[src/sv/signed_fixed_decimal_to_ascii_macros.svh]
// assertion macros for the decimal formatter
// each check samples on the rising edge of clk and is off while rst_n is low
`ifndef SIGNED_FIXED_DECIMAL_TO_ASCII_MACROS_SVH
`define SIGNED_FIXED_DECIMAL_TO_ASCII_MACROS_SVH
`ifndef ASSERT_OFF
`define SFDA_ASSERT(label, prop) \
    label: assert property (@(posedge clk) disable iff (!rst_n) (prop)) \
        else $error("sfda assertion failed");
`define SFDA_ASSERT_IMPLY(label, ante, cons) \
    label: assert property (@(posedge clk) disable iff (!rst_n) (ante) |-> (cons)) \
        else $error("sfda implication failed");
`define SFDA_ASSERT_NEXT(label, ante, cons) \
    label: assert property (@(posedge clk) disable iff (!rst_n) (ante) |=> (cons)) \
        else $error("sfda next-cycle check failed");
`else
`define SFDA_ASSERT(label, prop)
`define SFDA_ASSERT_IMPLY(label, ante, cons)
`define SFDA_ASSERT_NEXT(label, ante, cons)
`endif
`endif

[src/sv/sfda_pkg.sv]
`default_nettype none
package sfda_pkg;

    // one bcd digit held by a cell
    typedef logic [3:0] digit_t;

    // per-cycle command to every digit cell
    typedef struct packed {
        logic clear;
        logic dabble;
        logic shift;
    } sfda_cell_ctrl_t;

    // ascii codes
    localparam logic [7:0] CH_PLUS  = 8'h2B;
    localparam logic [7:0] CH_MINUS = 8'h2D;
    localparam logic [7:0] CH_POINT = 8'h2E;
    localparam logic [7:0] CH_ZERO  = 8'h30;

    // a digit of five or more spills a one into the next cell on the shift
    function automatic logic carry_of(input digit_t d);
        return (d >= 4'd5);
    endfunction

endpackage
`default_nettype wire

[src/sv/sfda_cell.sv]
`default_nettype none
module sfda_cell (
    input  wire                        clk,
    input  wire                        rst_n,
    input  sfda_pkg::sfda_cell_ctrl_t  ctrl,
    input  wire                        bit_in,
    input  sfda_pkg::digit_t           digit_in,
    output sfda_pkg::digit_t           digit
);

    sfda_pkg::digit_t digit_reg;
    sfda_pkg::digit_t adj;
    sfda_pkg::digit_t digit_next;

    // add three when the digit would overflow on doubling
    assign adj = sfda_pkg::carry_of(digit_reg) ? 4'(digit_reg + 4'd3) : digit_reg;

    // clear on a new request, double-dabble during conversion, move up when emitting
    always_comb
    begin
        digit_next = digit_reg;
        if (ctrl.clear)
        begin
            digit_next = '0;
        end
        else if (ctrl.dabble)
        begin
            digit_next = {adj[2:0], bit_in};
        end
        else if (ctrl.shift)
        begin
            digit_next = digit_in;
        end
    end

    always_ff @(posedge clk or negedge rst_n)
    begin
        if (!rst_n)
        begin
            digit_reg <= '0;
        end
        else
        begin
            digit_reg <= digit_next;
        end
    end

    assign digit = digit_reg;

endmodule
`default_nettype wire

[src/sv/signed_fixed_decimal_to_ascii.sv]
// the sign is shown on strobe in the cycle after start is taken, and the digits follow the
// conversion; busy stays high through the conversion, the emission and any point
// a new request is taken only while busy is low; start is ignored while busy
// the conversion is one double-dabble shift per cycle through a row of bcd cells
// leading zeros are skipped, then one character per cycle
// rst_n clears the sequencer and the strobe asynchronously; busy drops as the last is shown
`default_nettype none
`include "signed_fixed_decimal_to_ascii_macros.svh"
module signed_fixed_decimal_to_ascii #(
    parameter int MAX_DECIMALS = 20,
    parameter int VALUE_BITS   = 64
) (
    input  wire               clk,
    input  wire               rst_n,
    input  wire               start,
    output logic              busy,
    input  wire signed [63:0] value,
    input  wire        [4:0]  decimals,
    output logic              strobe,
    output logic       [7:0]  char_code,
    output logic              last
);

    localparam int DEC_LIMIT  = (MAX_DECIMALS < 20) ? MAX_DECIMALS : 20;
    localparam int MAG_DIGITS = (VALUE_BITS * 30103) / 100000 + 1;
    localparam int CELLS      = (MAG_DIGITS > DEC_LIMIT + 1) ? MAG_DIGITS : DEC_LIMIT + 1;
    localparam int CNT_W      = $clog2(VALUE_BITS);
    localparam int POS_W      = $clog2(CELLS);
    localparam int CMP_W      = 6;

    typedef enum logic [1:0] {
        ST_IDLE,
        ST_CONVERT,
        ST_EMIT,
        ST_POINT
    } state_t;

    state_t                   state_reg;
    logic [VALUE_BITS-1:0]    mag_reg;
    logic [CNT_W-1:0]         cnt_reg;
    logic [POS_W-1:0]         pos_reg;
    logic [4:0]               dec_reg;
    logic                     started_reg;
    logic                     strobe_reg;
    logic [7:0]               char_reg;
    logic                     last_reg;

    logic [VALUE_BITS-1:0]    raw;
    logic                     neg;
    logic [VALUE_BITS-1:0]    mag_in;
    logic [4:0]               dec_in;
    logic                     accept;
    sfda_pkg::sfda_cell_ctrl_t ctrl;
    sfda_pkg::digit_t         digits [CELLS];
    logic                     carry [CELLS];
    sfda_pkg::digit_t         top_digit;
    logic [CMP_W-1:0]         pos_ext;
    logic [CMP_W-1:0]         dec_ext;
    logic                     skip;
    logic                     in_convert;
    logic                     sign_shown;
    logic                     point_shown;

    // magnitude as unsigned so the most negative value prints exactly
    assign raw    = value[VALUE_BITS-1:0];
    assign neg    = raw[VALUE_BITS-1];
    assign mag_in = neg ? VALUE_BITS'(~raw + 1'b1) : raw;
    assign dec_in = (decimals > 5'(DEC_LIMIT)) ? 5'(DEC_LIMIT) : decimals;

    assign busy   = (state_reg != ST_IDLE);
    assign accept = start && !busy;

    // cell commands
    assign ctrl.clear  = accept;
    assign ctrl.dabble = (state_reg == ST_CONVERT);
    assign ctrl.shift  = (state_reg == ST_EMIT);

    // row of bcd cells, lowest digit fed by the magnitude msb
    for (genvar i = 0; i < CELLS; i++)
    begin : g_cell
        if (i == 0)
        begin : g_first
            assign carry[i] = mag_reg[VALUE_BITS-1];
            sfda_cell u_cell (
                .clk      (clk),
                .rst_n    (rst_n),
                .ctrl     (ctrl),
                .bit_in   (carry[i]),
                .digit_in (4'd0),
                .digit    (digits[i])
            );
        end
        else
        begin : g_rest
            assign carry[i] = sfda_pkg::carry_of(digits[i-1]);
            sfda_cell u_cell (
                .clk      (clk),
                .rst_n    (rst_n),
                .ctrl     (ctrl),
                .bit_in   (carry[i]),
                .digit_in (digits[i-1]),
                .digit    (digits[i])
            );
        end
    end

    // leading zeros above the padded width are dropped
    assign top_digit = digits[CELLS-1];
    assign pos_ext   = CMP_W'(pos_reg);
    assign dec_ext   = CMP_W'(dec_reg);
    assign skip      = !started_reg && (top_digit == 4'd0) && (pos_ext > dec_ext);

    // sequencer and registered outputs
    always_ff @(posedge clk or negedge rst_n)
    begin
        if (!rst_n)
        begin
            state_reg   <= ST_IDLE;
            mag_reg     <= '0;
            cnt_reg     <= '0;
            pos_reg     <= '0;
            dec_reg     <= '0;
            started_reg <= 1'b0;
            strobe_reg  <= 1'b0;
            char_reg    <= '0;
            last_reg    <= 1'b0;
        end
        else
        begin
            strobe_reg <= 1'b0;
            last_reg   <= 1'b0;
            unique case (state_reg)
                ST_IDLE:
                begin
                    if (accept)
                    begin
                        mag_reg     <= mag_in;
                        cnt_reg     <= CNT_W'(VALUE_BITS - 1);
                        dec_reg     <= dec_in;
                        started_reg <= 1'b0;
                        strobe_reg  <= 1'b1;
                        char_reg    <= neg ? sfda_pkg::CH_MINUS : sfda_pkg::CH_PLUS;
                        state_reg   <= ST_CONVERT;
                    end
                end
                ST_CONVERT:
                begin
                    mag_reg <= {mag_reg[VALUE_BITS-2:0], 1'b0};
                    cnt_reg <= cnt_reg - 1'b1;
                    if (cnt_reg == '0)
                    begin
                        pos_reg   <= POS_W'(CELLS - 1);
                        state_reg <= ST_EMIT;
                    end
                end
                ST_EMIT:
                begin
                    pos_reg <= pos_reg - 1'b1;
                    if (!skip)
                    begin
                        strobe_reg  <= 1'b1;
                        char_reg    <= sfda_pkg::CH_ZERO | {4'd0, top_digit};
                        started_reg <= 1'b1;
                        if (pos_reg == '0)
                        begin
                            last_reg  <= 1'b1;
                            state_reg <= ST_IDLE;
                        end
                        else if ((dec_reg != '0) && (pos_ext == dec_ext))
                        begin
                            state_reg <= ST_POINT;
                        end
                    end
                end
                ST_POINT:
                begin
                    strobe_reg <= 1'b1;
                    char_reg   <= sfda_pkg::CH_POINT;
                    state_reg  <= ST_EMIT;
                end
                default:
                begin
                    state_reg <= ST_IDLE;
                end
            endcase
        end
    end

    assign strobe    = strobe_reg;
    assign char_code = char_reg;
    assign last      = last_reg;

    // terms for the checks
    assign in_convert  = (state_reg == ST_CONVERT);
    assign sign_shown  = strobe &&
                         ((char_code == sfda_pkg::CH_PLUS) || (char_code == sfda_pkg::CH_MINUS));
    assign point_shown = strobe && (char_code == sfda_pkg::CH_POINT) && !last;

    // checks
    `SFDA_ASSERT_IMPLY(a_last_has_strobe, last, strobe)
    `SFDA_ASSERT_IMPLY(a_last_ends_request, strobe && last, state_reg == ST_IDLE)
    `SFDA_ASSERT_NEXT(a_sign_first, accept, sign_shown)
    `SFDA_ASSERT_IMPLY(a_quiet_convert, in_convert && $past(in_convert), !strobe)
    `SFDA_ASSERT_NEXT(a_point_then_digit, state_reg == ST_POINT, point_shown)

endmodule
`default_nettype wire
[config.mk]
export PLATFORM = sky130hd
export DESIGN_NAME = signed_fixed_decimal_to_ascii
export DESIGN_NICKNAME = d
export VERILOG_FILES = /design/src/sv/sfda_pkg.sv /design/src/sv/sfda_cell.sv /design/src/sv/signed_fixed_decimal_to_ascii.sv
export VERILOG_INCLUDE_DIRS = /design/src /design/src/sv
export SDC_FILE = /design/constraint.sdc
export NUM_CORES = 1
export LEC_CHECK = 0
export BUFFER_PORTS_ARGS = -buffer_cell sky130_fd_sc_hd__buf_4
export CELL_PAD_IN_SITES_DETAIL_PLACEMENT = 0
export CELL_PAD_IN_SITES_GLOBAL_PLACEMENT = 2
export CORE_MARGIN = 5
export CORE_UTILIZATION = 38
export DETAILED_ROUTE_END_ITERATION = 10
export PLACE_DENSITY = 0.8
export SYNTH_ARGS = -nofsm -noshare
export SYNTH_HDL_FRONTEND = slang
export SYNTH_SLANG_ARGS = --single-unit
[constraint.sdc]
create_clock -name clk -period 2.7 [get_ports clk]
set_clock_uncertainty 0.1 [all_clocks]
set_input_delay 0.54 -clock clk [delete_from_list [all_inputs] [get_ports clk]]
set_output_delay 0.54 -clock clk [all_outputs]
set_load 0.01 [all_outputs]
### Word-level counts from Yosys, hierarchy flattened

Cells that the tools add are included.

| storage, ports and cells | value |
|---|---|
| flip-flop bits (word level) | 177 |
| bits of input ports | 72 |

| cells by class | value |
|---|---|
| add/subtract/negate cells | 24 |
| magnitude comparators | 23 |
| equal/unequal tests | 8 |
| multiplexer cells | 111 |
| bitwise gates (word level) | 1 |
| reduce and logical (&&, ||, !) cells | 23 |

Operators by type and width:

| kind | count |
|---|---|
| 4-bit two-way mux | 63 |
| 64-bit two-way mux | 2 |
| 64-bit one-hot mux with 2 select lines | 1 |
| 4-bit by 3-bit >= comparator with 1-bit output (second input constant) | 21 |
| 3-bit two-way mux | 22 |
| 64-bit by 1-bit adder with 64-bit output (second input constant) | 1 |
| 64-bit NOT | 1 |
| 3-bit by 2-bit adder with 3-bit output (second input constant) | 21 |
| 8-bit one-hot mux with 3 select lines | 1 |
| 8-bit two-way mux | 2 |
| 6-bit one-hot mux with 2 select lines | 1 |
| 2-bit two-way mux | 5 |
| 5-bit two-way mux | 2 |
| 5-bit one-hot mux with 2 select lines | 1 |
| 2-bit one-hot mux with 4 select lines | 1 |
| 2-bit nonzero test | 4 |
| 1-bit two-way mux | 7 |
| 6-bit zero test | 1 |
| 6-bit two-way mux | 1 |
| 2-bit AND reduction | 3 |
| 3-bit AND reduction | 2 |
| 3-bit nonzero test | 2 |
| 6-bit by 1-bit subtractor with 6-bit output (second input constant) | 1 |
| 5-bit == test | 1 |
| other kinds (17) | 23 |

### Depth between registers and ports, before layout

Gate-level depths: netlist of the first run.

| logic depth | value |
|---|---|
| word-level depth | 6 |
| depth in mapped cells | 8 |

### Cells and area by module

From an unflattened synthesis of the first run, not the netlist that was laid out.

| unflattened totals | value |
|---|---|
| cell total of the unflattened synthesis | 1327 |
| area total of the unflattened synthesis | 12180.4 µm² |

Modules (own cells, without submodules):

| module | instances | cells an instance | area each (µm²) | sequential area each (µm²) |
|---|---|---|---|---|
| sfda_cell | 21 | 31 | 297.8 | 100.1 |
| signed_fixed_decimal_to_ascii | 1 | 676 | 5926.9 | 2277.2 |

### Worst setup path after synthesis of the first run

No wires, ideal clock.

| timing path | value |
|---|---|
| kind | input port to flip-flop |
| start | input value[6] |
| end | register mag_reg[16] |
| setup time | 0.133 ns |
| data arrival time | 2.269 ns |
| required time | 2.467 ns |
| setup slack | 0.198 ns |
| stages on the path | 6 |
| buffers on the path | 0 |
| path through | or4_4 or3_4 or2_1 o41ai_1 xor2_1 o21ai_0 |

| on the way | value |
|---|---|
| cells in the longest elaborated chain, start to end | 5 |

RTL lines:

| item | RTL line | RTL |
|---|---|---|
| from (decl) | signed_fixed_decimal_to_ascii.sv:17 | `input wire signed [63:0] value,` |
| 64-bit NOT | signed_fixed_decimal_to_ascii.sv:67 | `assign mag_in = neg ? VALUE_BITS'(~raw + 1'b1) : raw;` |
| 64-bit by 1-bit adder with 64-bit output | signed_fixed_decimal_to_ascii.sv:67 |  |
| 64-bit two-way mux | signed_fixed_decimal_to_ascii.sv:67 |  |
| 64-bit two-way mux | signed_fixed_decimal_to_ascii.sv:135 | `if (accept)` |
| 64-bit one-hot mux with 2 select lines | signed_fixed_decimal_to_ascii.sv:132 | `unique case (state_reg)` |
| to (signal assigned) | signed_fixed_decimal_to_ascii.sv:137 | `mag_reg <= mag_in;` |
| to (signal assigned) | signed_fixed_decimal_to_ascii.sv:148 | `mag_reg <= {mag_reg[VALUE_BITS-2:0], 1'b0};` |
| to (decl) | signed_fixed_decimal_to_ascii.sv:39 | `logic [VALUE_BITS-1:0] mag_reg;` |

No other way between the ends. The select of a mux whose other input is x is not followed.
A chain may end at the register's enable or synchronous reset.

### Final worst setup path of the first run

| timing path | value |
|---|---|
| start | input value[30] |
| end | register mag_reg[60] |

The elaborated chain is that of the path after synthesis.

==> results.yml, run 1 <==
sta:
  final-hold-violation-count: 0
  relSlewSlack: 0.2886
  fin_tns_setup_ns: 0
  rsz0062_at_grt: "no"
  fmax_mhz: 415.1
  final.period_utilization: 0.8922
  drv_slew: 0
  worst_slew_pin_slew_ns: 1.067
  setup_viol: 0
  period_minus_slack_ns: 2.409
outcome:
  status: "completed"
power_and_ir_drop:
  ir_worst_vdd_uv: 505.9
  p_leak_uw: 0.005288
  p_per_area_mw_per_mm2: 1062
drt:
  first_iter_violations: 661
  final_antenna_net_count: 0
  first_pass_iters: 5
  via_count: 8579
  wl_per_cell_microns: 16.96
  drc_errors: 0
  wl_microns: 26410
  viasPerCell: 5.510
finish:
  largest_register_ff_count: 80
  syn_to_final_growth_pct: 18.69
  drive_gt1_frac: 0.1530
  nets: 1327
  final_util: 0.4544
  diodes: 0
  nFillCells: 2604
die:
  initial_core_util: 0.3829
  core_sq_mm: 0.02680
  fp.dieW_microns: 174.3
  num_rows: 60
  die-height_microns: 174.3
  io-pin-count: 83
  fp.dieArea_sq_mm: 0.03039
clock_tree:
  path_clk_slew_ns: 0.08
  cts-resized-gates: 0
  clockBufferDepth: 2
  htreeDepth: 4
  clockRootBuffer: "clkbuf_16"
  cts_tree: "yes"
  clock_sinks: 175
  cts_made_buffers: 17
  clock_latency_ns: 0.44
placed_design:
  finalWeightedCongestion: 0.7649
  portBuffers: 80
  dp_hpwl_microns: 17750
yosys:
  avgSynthCellArea_sq_um: 9.170
  yosysWarnings: 0
  synth-seq-area-share: 0.4268
  ys_types: 51
  synth_cells: 1119
  yosys_register_bits: 175
  netlist_area_sq_mm: 0.01026
global_route:
  gr-total-overflow: 0
  grt_pass1_wl_microns: 44710
  antenna_found_initial: 0
  grt_use_total: 0.1761
  grt_max_degree: 91
  grt_pass1_vias: 8558
setup_path:
  required_ns: 2.91
  cp.arrival_ns: 2.62
  worstSetupEndpointType: "flip-flop"
  worstSetupStartpointType: "primary input"
  critical_path.max_fanout: 5
  critPathKind: "in2reg"
worst_hold_path:
  hold_class: "in2reg"
flow_run:
  max-cap-violations: 0
power by group:
group / total (uW) / internal, uW / switching, uW
Combinational: 5620 / 2420 / 3200
Clock: 2460 / 1260 / 1200
Sequential: 4860 / 3850 / 1000
Total: 12900 / 7530 / 5410
Yosys cell counts, drive strengths merged:
| cell type | n | area share |
|---|---|---|
| dfrtp | 175 | 0.43 |
| o21ai | 149 | 0.073 |
| a22oi | 82 | 0.060 |
| nand2 | 78 | 0.029 |
| a21oi | 72 | 0.035 |
| nor2 | 72 | 0.026 |
| clkbuf | 60 | 0.022 |
| inv | 58 | 0.021 |
| ha | 52 | 0.063 |
| xor2 | 35 | 0.030 |
| xnor2 | 33 | 0.028 |
| nor3 | 32 | 0.016 |
| nand2b | 26 | 0.016 |
| a32oi | 21 | 0.018 |
| o221ai | 20 | 0.017 |
| a22o | 19 | 0.016 |
| mux2i | 18 | 0.018 |
| nand3 | 11 | 0.0054 |
| o31ai | 11 | 0.0080 |
| nor4 | 10 | 0.0096 |
| buf | 9 | 0.0044 |
| o41ai | 9 | 0.0091 |
| or4 | 9 | 0.0077 |
| or3 | 8 | 0.0054 |
| a211oi | 7 | 0.0051 |
| a31oi | 6 | 0.0037 |
| and3 | 6 | 0.0037 |
| nand3b | 4 | 0.0029 |
| nor2b | 4 | 0.0024 |
| nor4b | 4 | 0.0034 |
| or2 | 4 | 0.0024 |
| and4 | 2 | 0.0017 |
| nand4 | 2 | 0.0012 |
| a221o | 1 | 0.00098 |
| and3b | 1 | 0.00085 |
| and4bb | 1 | 0.0012 |
| conb | 1 | 0.00037 |
| nand4b | 1 | 0.00085 |
| nor3b | 1 | 0.00073 |
| o221a | 1 | 0.0011 |
| o22ai | 1 | 0.00061 |
| o311ai | 1 | 0.00085 |
| o32a | 1 | 0.00098 |
| or4b | 1 | 0.00098 |
path summary, 6_finish.rpt:
kind	from	endpoint	slack, ns	cells after the start
setup / recovery	value[30]	mag_reg[60]$_DFFE_PN0P_	0.29	8
hold / removal	decimals[1]	dec_reg[1]$_DFFE_PN0P_	0.21	3
setup reg to reg	state_reg[1]$_DFFE_PN0P_	mag_reg[12]$_DFFE_PN0P_	0.38	5
hold reg to reg	char_code[5]$_DFFE_PN0P_	char_code[5]$_DFFE_PN0P_	0.37	1
max in group asynchronous	rst_n	mag_reg[17]$_DFFE_PN0P_	1.25	3
min in group asynchronous	rst_n	g_cell[11].g_rest.u_cell.digit[2]$_DFFE_PN0P_	0.46	2
kinds of logic after synthesis:
logic type      Yosys count  share of synthesized area
fa+ha+maj                52                    0.06341
other cells               1                  0.0003655
buf+inv                 127                    0.04756
simple gates            277                     0.1368
flops                   175                     0.4268
xor+xnor                 68                    0.05804
mux                      18                    0.01756
compound gates          401                     0.2495
per-stage QoR:
| stage | hold slack (ns) | setup slack (ns) | area [sq um] | power, uW | std cells |
|---|---|---|---|---|---|
| after floorplan | 0.1444 | 0.1976 | 10260 | 8884 | 1120 |
| after global placement | 0.3559 | -0.1223 | 11590 | 10470 | 1524 |
| after detailed placement | 0.3573 | -0.1640 | 11590 | 10590 | 1524 |
| after CTS | 0.1925 | 0.3185 | 12180 | 13110 | 1557 |
| after global routing | 0.1971 | 0.1584 | 12180 | 14220 | 1557 |
| final | 0.2077 | 0.2911 | 12180 | 12940 | 1557 |
layout make-up:
type | count | area, sq um | area share
multi-input cells | 818 | 5443 | 0.4469
flip-flops and latches | 175 | 4379 | 0.3596
repair buffers | 133 | 1130 | 0.09277
clock buffers | 18 | 439.2 | 0.03606
well taps | 341 | 426.7 | 0.03503
inverters | 58 | 217.7 | 0.01788
clock inverters | 14 | 143.9 | 0.01181
cell usage in the layout (no fill, tap or decap), drive strengths merged, types with 3 or more instances in the layout:
cell | Yosys | final
or3 | 8 | 8
nand3b | 4 | 4
nor2 | 72 | 72
dfrtp | 175 | 175
nand2 | 78 | 78
nand2b | 26 | 26
nor3 | 32 | 32
nor4b | 4 | 4
nor2b | 4 | 4
inv | 58 | 66
clkinv | 0 | 3
o21ai | 149 | 149
a31oi | 6 | 6
and3 | 6 | 6
xnor2 | 33 | 33
a211oi | 7 | 7
nand3 | 11 | 11
nor4 | 10 | 10
buf | 9 | 132
o31ai | 11 | 11
o221ai | 20 | 20
a32oi | 21 | 21
a22oi | 82 | 82
o41ai | 9 | 9
mux2i | 18 | 18
xor2 | 35 | 35
or2 | 4 | 4
clkbuf | 60 | 18
or4 | 9 | 9
clkinvlp | 0 | 3
a21oi | 72 | 72
a22o | 19 | 19
ha | 52 | 52
layer usage:
layer,track usage,share of wire
met5,0,0
met1,0.2521,0.50
met3,0.02740,0.028
met2,0.2825,0.46
met4,0.03860,0.0092
worst max-delay path: stages:
cell and delay (ns):
buf_4 0.11, or4_1 0.58, nor4_1 0.42, buf_4 0.19
nand4_1 0.23, o31ai_1 0.31, xor2_1 0.16, o21ai_0 0.08
what timing repair did:
action	4_1_cts	5_1_grt
buffers inserted	0	0
hold endpoints to repair	30	0
hold buffers	1	0
Power figures use the tool's default switching activity.
==> inputs of run 2 (changes only) <==
--- a/config.mk
+++ b/config.mk
@@ -9,9 +9,9 @@
 export BUFFER_PORTS_ARGS = -buffer_cell sky130_fd_sc_hd__buf_4
 export CELL_PAD_IN_SITES_DETAIL_PLACEMENT = 0
 export CELL_PAD_IN_SITES_GLOBAL_PLACEMENT = 2
-export CORE_MARGIN = 5
 export CORE_UTILIZATION = 38
 export DETAILED_ROUTE_END_ITERATION = 10
+export GPL_TIMING_DRIVEN = 0
 export PLACE_DENSITY = 0.8
 export SYNTH_ARGS = -nofsm -noshare
 export SYNTH_HDL_FRONTEND = slang
==> results.yml, run 2 (synthesized netlist as in run 1, its figures left out) <==
setup_path:
  critPathKind: "reg2reg"
  timing.rr.start: "state_reg[1]$_DFFE_PN0P_"
  worstSetupEndpointType: "flip-flop"
  worstSetupStartpointType: "flip-flop"
  cp-startpoint: "state_reg[1]$_DFFE_PN0P_"
  required_ns: 2.88
  cp.arrival_ns: 2.75
  critical_path.max_fanout: 10
sta:
  fmax_mhz: 389.7
  worst_slew_pin_slew_ns: 0.8549
  drv_slew: 0
  setup_slack_ns: 0.1341
  final-hold-violation-count: 0
  period_minus_slack_ns: 2.566
  rsz0062_at_grt: "no"
  final.period_utilization: 0.9503
  setup_viol: 0
  relSlewSlack: 0.4301
finish:
  largest_register_ff_count: 80
  nets: 1345
  multi_input_area_sq_mm: 0.005428
  drive_gt1_frac: 0.1199
  mostFrequentLayoutCell: "dfrtp_1"
  seq_area_sq_mm: 0.004379
  design_area_sq_mm: 0.01198
  diodes: 0
  syn_to_final_growth_pct: 16.72
  layout_common_cells: "dfrtp_1, o21ai_0, a22oi_1, buf_4, nand2_1"
  final_util: 0.4557
  nFillCells: 2612
placed_design:
  pre_cts_ws_ns: -0.6586
  dpl-instance-area_sq_mm: 0.01132
  portBuffers: 80
  dp_hpwl_microns: 21900
  finalWeightedCongestion: 0.7969
global_route:
  grt_pass1_wl_microns: 50440
  grt_use_total: 0.2333
  grt_max_degree: 107
  antenna_found_initial: 0
  gr-total-overflow: 0
  grt_pass1_vias: 8791
outcome:
  violations: "DRC"
  status: "complete, but fails checks"
worst_hold_path:
  worst_hold_startpoint: "decimals[1]"
  hold_class: "in2reg"
die:
  fp.dieArea_sq_mm: 0.02766
  num_rows: 59
  fp.dieW_microns: 166.3
  core_sq_mm: 0.02628
  io-pin-count: 83
  die-height_microns: 166.3
  initial_core_util: 0.3904
clock_tree:
  clockRootBuffer: "clkbuf_16"
  cts_made_buffers: 17
  path_clk_slew_ns: 0.08
  clock_latency_ns: 0.44
  htreeDepth: 4
  clock_sinks: 175
  cts_tree: "yes"
  clockBufferDepth: 2
power_and_ir_drop:
  ir_worst_vdd_uv: 408.4
  p_per_area_mw_per_mm2: 1122
  p_leak_uw: 0.005152
drt:
  via_count: 8835
  viasPerCell: 5.631
  first_pass_iters: 10
  first_iter_violations: 778
  wl_per_cell_microns: 19.90
  wl_microns: 31220
  drc_errors: 1
  final_antenna_net_count: 0
flow_run:
  max-cap-violations: 0
[run 2: cell types whose count changed in the layout (fill, tap and decap cells not counted), sizes merged]
cell,before,now
clkbuf,18,81
clkinvlp,3,4
clkinv,3,0
bufinv,0,2
buf,132,87
[run 2: per-stage QoR]
stage               setup TNS (ns)  hold WS (ns)  power, uW  cells
detailed placement          -19.81        0.3629      10860   1536
global placement            -60.45        0.3554      10750   1535
CTS                              0        0.2004      13510   1569
global route                     0        0.1989      14660   1569
floorplan                        0        0.1444       8884   1120
finish                           0        0.2139      13430   1569
[run 2: cell type report]
class	instances	share of cell area
plain buffers	69	0.02403
clock buffers	18	0.03583
clock inverters	14	0.01421
inverters	58	0.01818
multi-input cells	818	0.4532
flip-flops and latches	175	0.3656
well taps	335	0.03500
repair buffers	82	0.05391
[run 2: worst max-delay path: stages (launching register included)]
cell and delay (ns):
dfrtp_1 0.36, inv_1 0.12, nand2_1 0.12, clkbuf_1 0.48, clkbuf_2 0.43, clkbuf_1 0.55, o221ai_1 0.24
[run 2: final timing paths]
| check | to | slack [ns] | depth (start not counted) |
|---|---|---|---|
| setup / recovery | g_cell[9].g_rest.u_cell.digit[0]$_DFFE_PN0P_ | 0.13 | 6 |
| hold / removal | dec_reg[1]$_DFFE_PN0P_ | 0.21 | 3 |
| setup reg to reg | g_cell[9].g_rest.u_cell.digit[0]$_DFFE_PN0P_ | 0.13 | 6 |
| hold reg to reg | char_code[5]$_DFFE_PN0P_ | 0.38 | 1 |
| max in group asynchronous | mag_reg[28]$_DFFE_PN0P_ | 1.00 | 3 |
| min in group asynchronous | g_cell[9].g_rest.u_cell.digit[0]$_DFFE_PN0P_ | 0.54 | 2 |
[run 2: power breakdown]
group | internal, uW | leakage [uW] | switching, uW | total (uW)
registers | 3860 | 0.00218 | 1050 | 4910
logic | 2370 | 0.00269 | 3560 | 5930
clock network | 1400 | 0.000282 | 1190 | 2590
[run 2: metal layers]
layer | vias up | track usage | share of wire | wire (microns)
met5 | - | 0 | 0 | 0
met4 | 0 | 0.04267 | 0.0076 | 236
met3 | 16 | 0.03289 | 0.033 | 1038
met2 | 169 | 0.3836 | 0.48 | 14840
met1 | 4350 | 0.3291 | 0.48 | 15110
li1 | 4300 | - | - | -
[run 2: what timing repair did]
item	in CTS	in global routing
pin swaps	0	0
endpoints found under the setup margin	69	84
setup buffers	0	0
gates resized for setup	6	22
hold endpoints to repair	38	0
hold buffers	1	0
==> inputs of run 3 (changes only) <==
--- a/config.mk
+++ b/config.mk
@@ -13,6 +13,8 @@
 export DETAILED_ROUTE_END_ITERATION = 10
 export GPL_TIMING_DRIVEN = 0
 export PLACE_DENSITY = 0.8
+export REMOVE_ABC_BUFFERS = 1
+export SLEW_MARGIN = 20
 export SYNTH_ARGS = -nofsm -noshare
 export SYNTH_HDL_FRONTEND = slang
 export SYNTH_SLANG_ARGS = --single-unit
==> results.yml, run 3 (synthesized netlist as in run 1, its figures left out) <==
sta:
  whs_ns: 0.005443
  rsz0062_at_grt: "yes"
  final.period_utilization: 0.9679
  relSlewSlack: 0.3320
  period_minus_slack_ns: 2.613
  fmax_mhz: 382.6
  worst_slew_pin_slew_ns: 1.001
  final-hold-violation-count: 0
  fin_tns_setup_ns: 0
  setup_viol: 0
  drv_slew: 0
clock_tree:
  path_clk_slew_ns: 0.07
  cts_tree: "yes"
  cts_made_buffers: 17
  cts_hold_buffers: 0
  clock_sinks: 175
  clockBufferDepth: 2
  clock_latency_ns: 0.43
  htreeDepth: 4
  clockRootBuffer: "clkbuf_16"
finish:
  syn_to_final_growth_pct: 17.52
  seq_area_sq_mm: 0.004379
  multi_input_area_sq_mm: 0.005499
  design_area_sq_mm: 0.01206
  final_util: 0.4589
  fin_cells: 1514
  mostFrequentLayoutCell: "dfrtp_1"
  largest_register_ff_count: 80
  nets: 1291
  layout_common_cells: "dfrtp_1, o21ai_0, buf_4"
  diodes: 0
  drive_gt1_frac: 0.1332
  nFillCells: 2535
die:
  io-pin-count: 83
  initial_core_util: 0.3904
  core_sq_mm: 0.02628
  fp.dieW_microns: 166.3
  die-height_microns: 166.3
  fp.dieArea_sq_mm: 0.02766
  num_rows: 59
placed_design:
  portBuffers: 80
  place_inst: 1480
  dpl-instance-area_sq_mm: 0.01142
  dp_hpwl_microns: 17050
  finalWeightedCongestion: 0.7693
drt:
  first_iter_violations: 529
  wl_per_cell_microns: 17.09
  final_antenna_net_count: 0
  viasPerCell: 5.552
  wl_microns: 25880
  via_count: 8406
  first_pass_iters: 7
  drc_errors: 1
flow_run:
  max-cap-violations: 0
setup_path:
  worstSetupEndpointType: "flip-flop"
  cp.arrival_ns: 2.80
  cp_slowest_cell: "or4_1"
  required_ns: 2.88
  critPathKind: "in2reg"
  max_stage_delay_ns: 0.59
  worstPathCellList: "buf_4 -> or4_1 -> nor4_2 -> nand3_1 -> o31ai_1 -> xor2_1 -> o21ai_0"
  critical_path.max_fanout: 7
  worstSetupStartpointType: "primary input"
outcome:
  violations: "DRC"
  status: "complete, but fails checks"
global_route:
  grt_use_total: 0.1922
  antenna_found_initial: 0
  grt_pass1_wl_microns: 43790
  grt_pass1_vias: 8424
  gr-total-overflow: 0
  grt_max_degree: 93
power_and_ir_drop:
  p_per_area_mw_per_mm2: 1099
  ir_worst_vdd_uv: 440.1
  p_leak_uw: 0.005169
worst_hold_path:
  hold_class: "in2async"
## run 3: changes by cell type in the layout (fill, tap and decap cells not counted), moves of 2 or more
cell | previous run | this run
clkbuf_2 | 14 | 0
nand2_4 | 0 | 2
nor2_1 | 71 | 68
inv_8 | 4 | 0
buf_12 | 0 | 2
clkinv_2 | 0 | 2
buf_16 | 1 | 10
buf_1 | 3 | 0
nor2_4 | 0 | 4
clkbuf_1 | 50 | 0
inv_6 | 4 | 6
nand2_1 | 78 | 76
## run 3: report_power, final
part	internal, uW	total [uW]	switching (uW)
Clock	1380	2510	1140
Combinational	2620	5860	3240
Sequential	3860	4880	1020
## run 3: cell type report
| class | count | area share |
|---|---|---|
| multi-input combinational | 818 | 0.4560 |
| sequential | 175 | 0.3631 |
| clock buffer | 17 | 0.03528 |
| clock inverter | 14 | 0.01276 |
| inverter | 58 | 0.01805 |
| tap | 335 | 0.03476 |
| timing repair buffer | 97 | 0.08000 |
## run 3: worst paths after layout
kind / startpoint / depth (start not counted) / to / slack, ns
min reg2reg: cnt_reg[4]$_DFFE_PN0P_ / 1 / cnt_reg[4]$_DFFE_PN0P_ / 0.38
max: value[30] / 7 / mag_reg[48]$_DFFE_PN0P_ / 0.09
max in group asynchronous: rst_n / 2 / dec_reg[3]$_DFFE_PN0P_ / 1.58
min in group clk: value[62] / 2 / mag_reg[63]$_DFFE_PN0P_ / 0.21
min: rst_n / 1 / g_cell[9].g_rest.u_cell.digit[3]$_DFFE_PN0P_ / 0.005
max reg2reg: state_reg[0]$_DFFE_PN0P_ / 7 / mag_reg[58]$_DFFE_PN0P_ / 0.12
## run 3: metrics by stage
stage	setup slack [ns]	total power (uW)
floorplan	-3.829	8821
global placement	-10.58	10000
detailed placement	-0.6187	10810
CTS	0.01546	13400
global route	-0.07552	14480
finish	0.08654	13250
## run 3: layer usage
metal	GRT usage	vias up	share of wire
met3	0.02550	8	0.025
met2	0.3166	103	0.47
met5	0	-	0
li1	-	4183	-
met4	0.04267	0	0.0058
met1	0.2688	4112	0.50
## run 3: repair_timing
action	CTS	global route
resized for setup	6	2
setup endpoints to repair	48	11
buffers inserted	1	2
pin swaps	0	2
endpoints found under the hold margin	0	0
## run 3: critical path: cells and delay by family
kind	cells	cell delay (ns)
AOI/OAI and AO/OA	2	0.44
xor gates and xnor gates	1	0.19
buffers and inverters	1	0.12
and+or+nand+nor	3	1.50
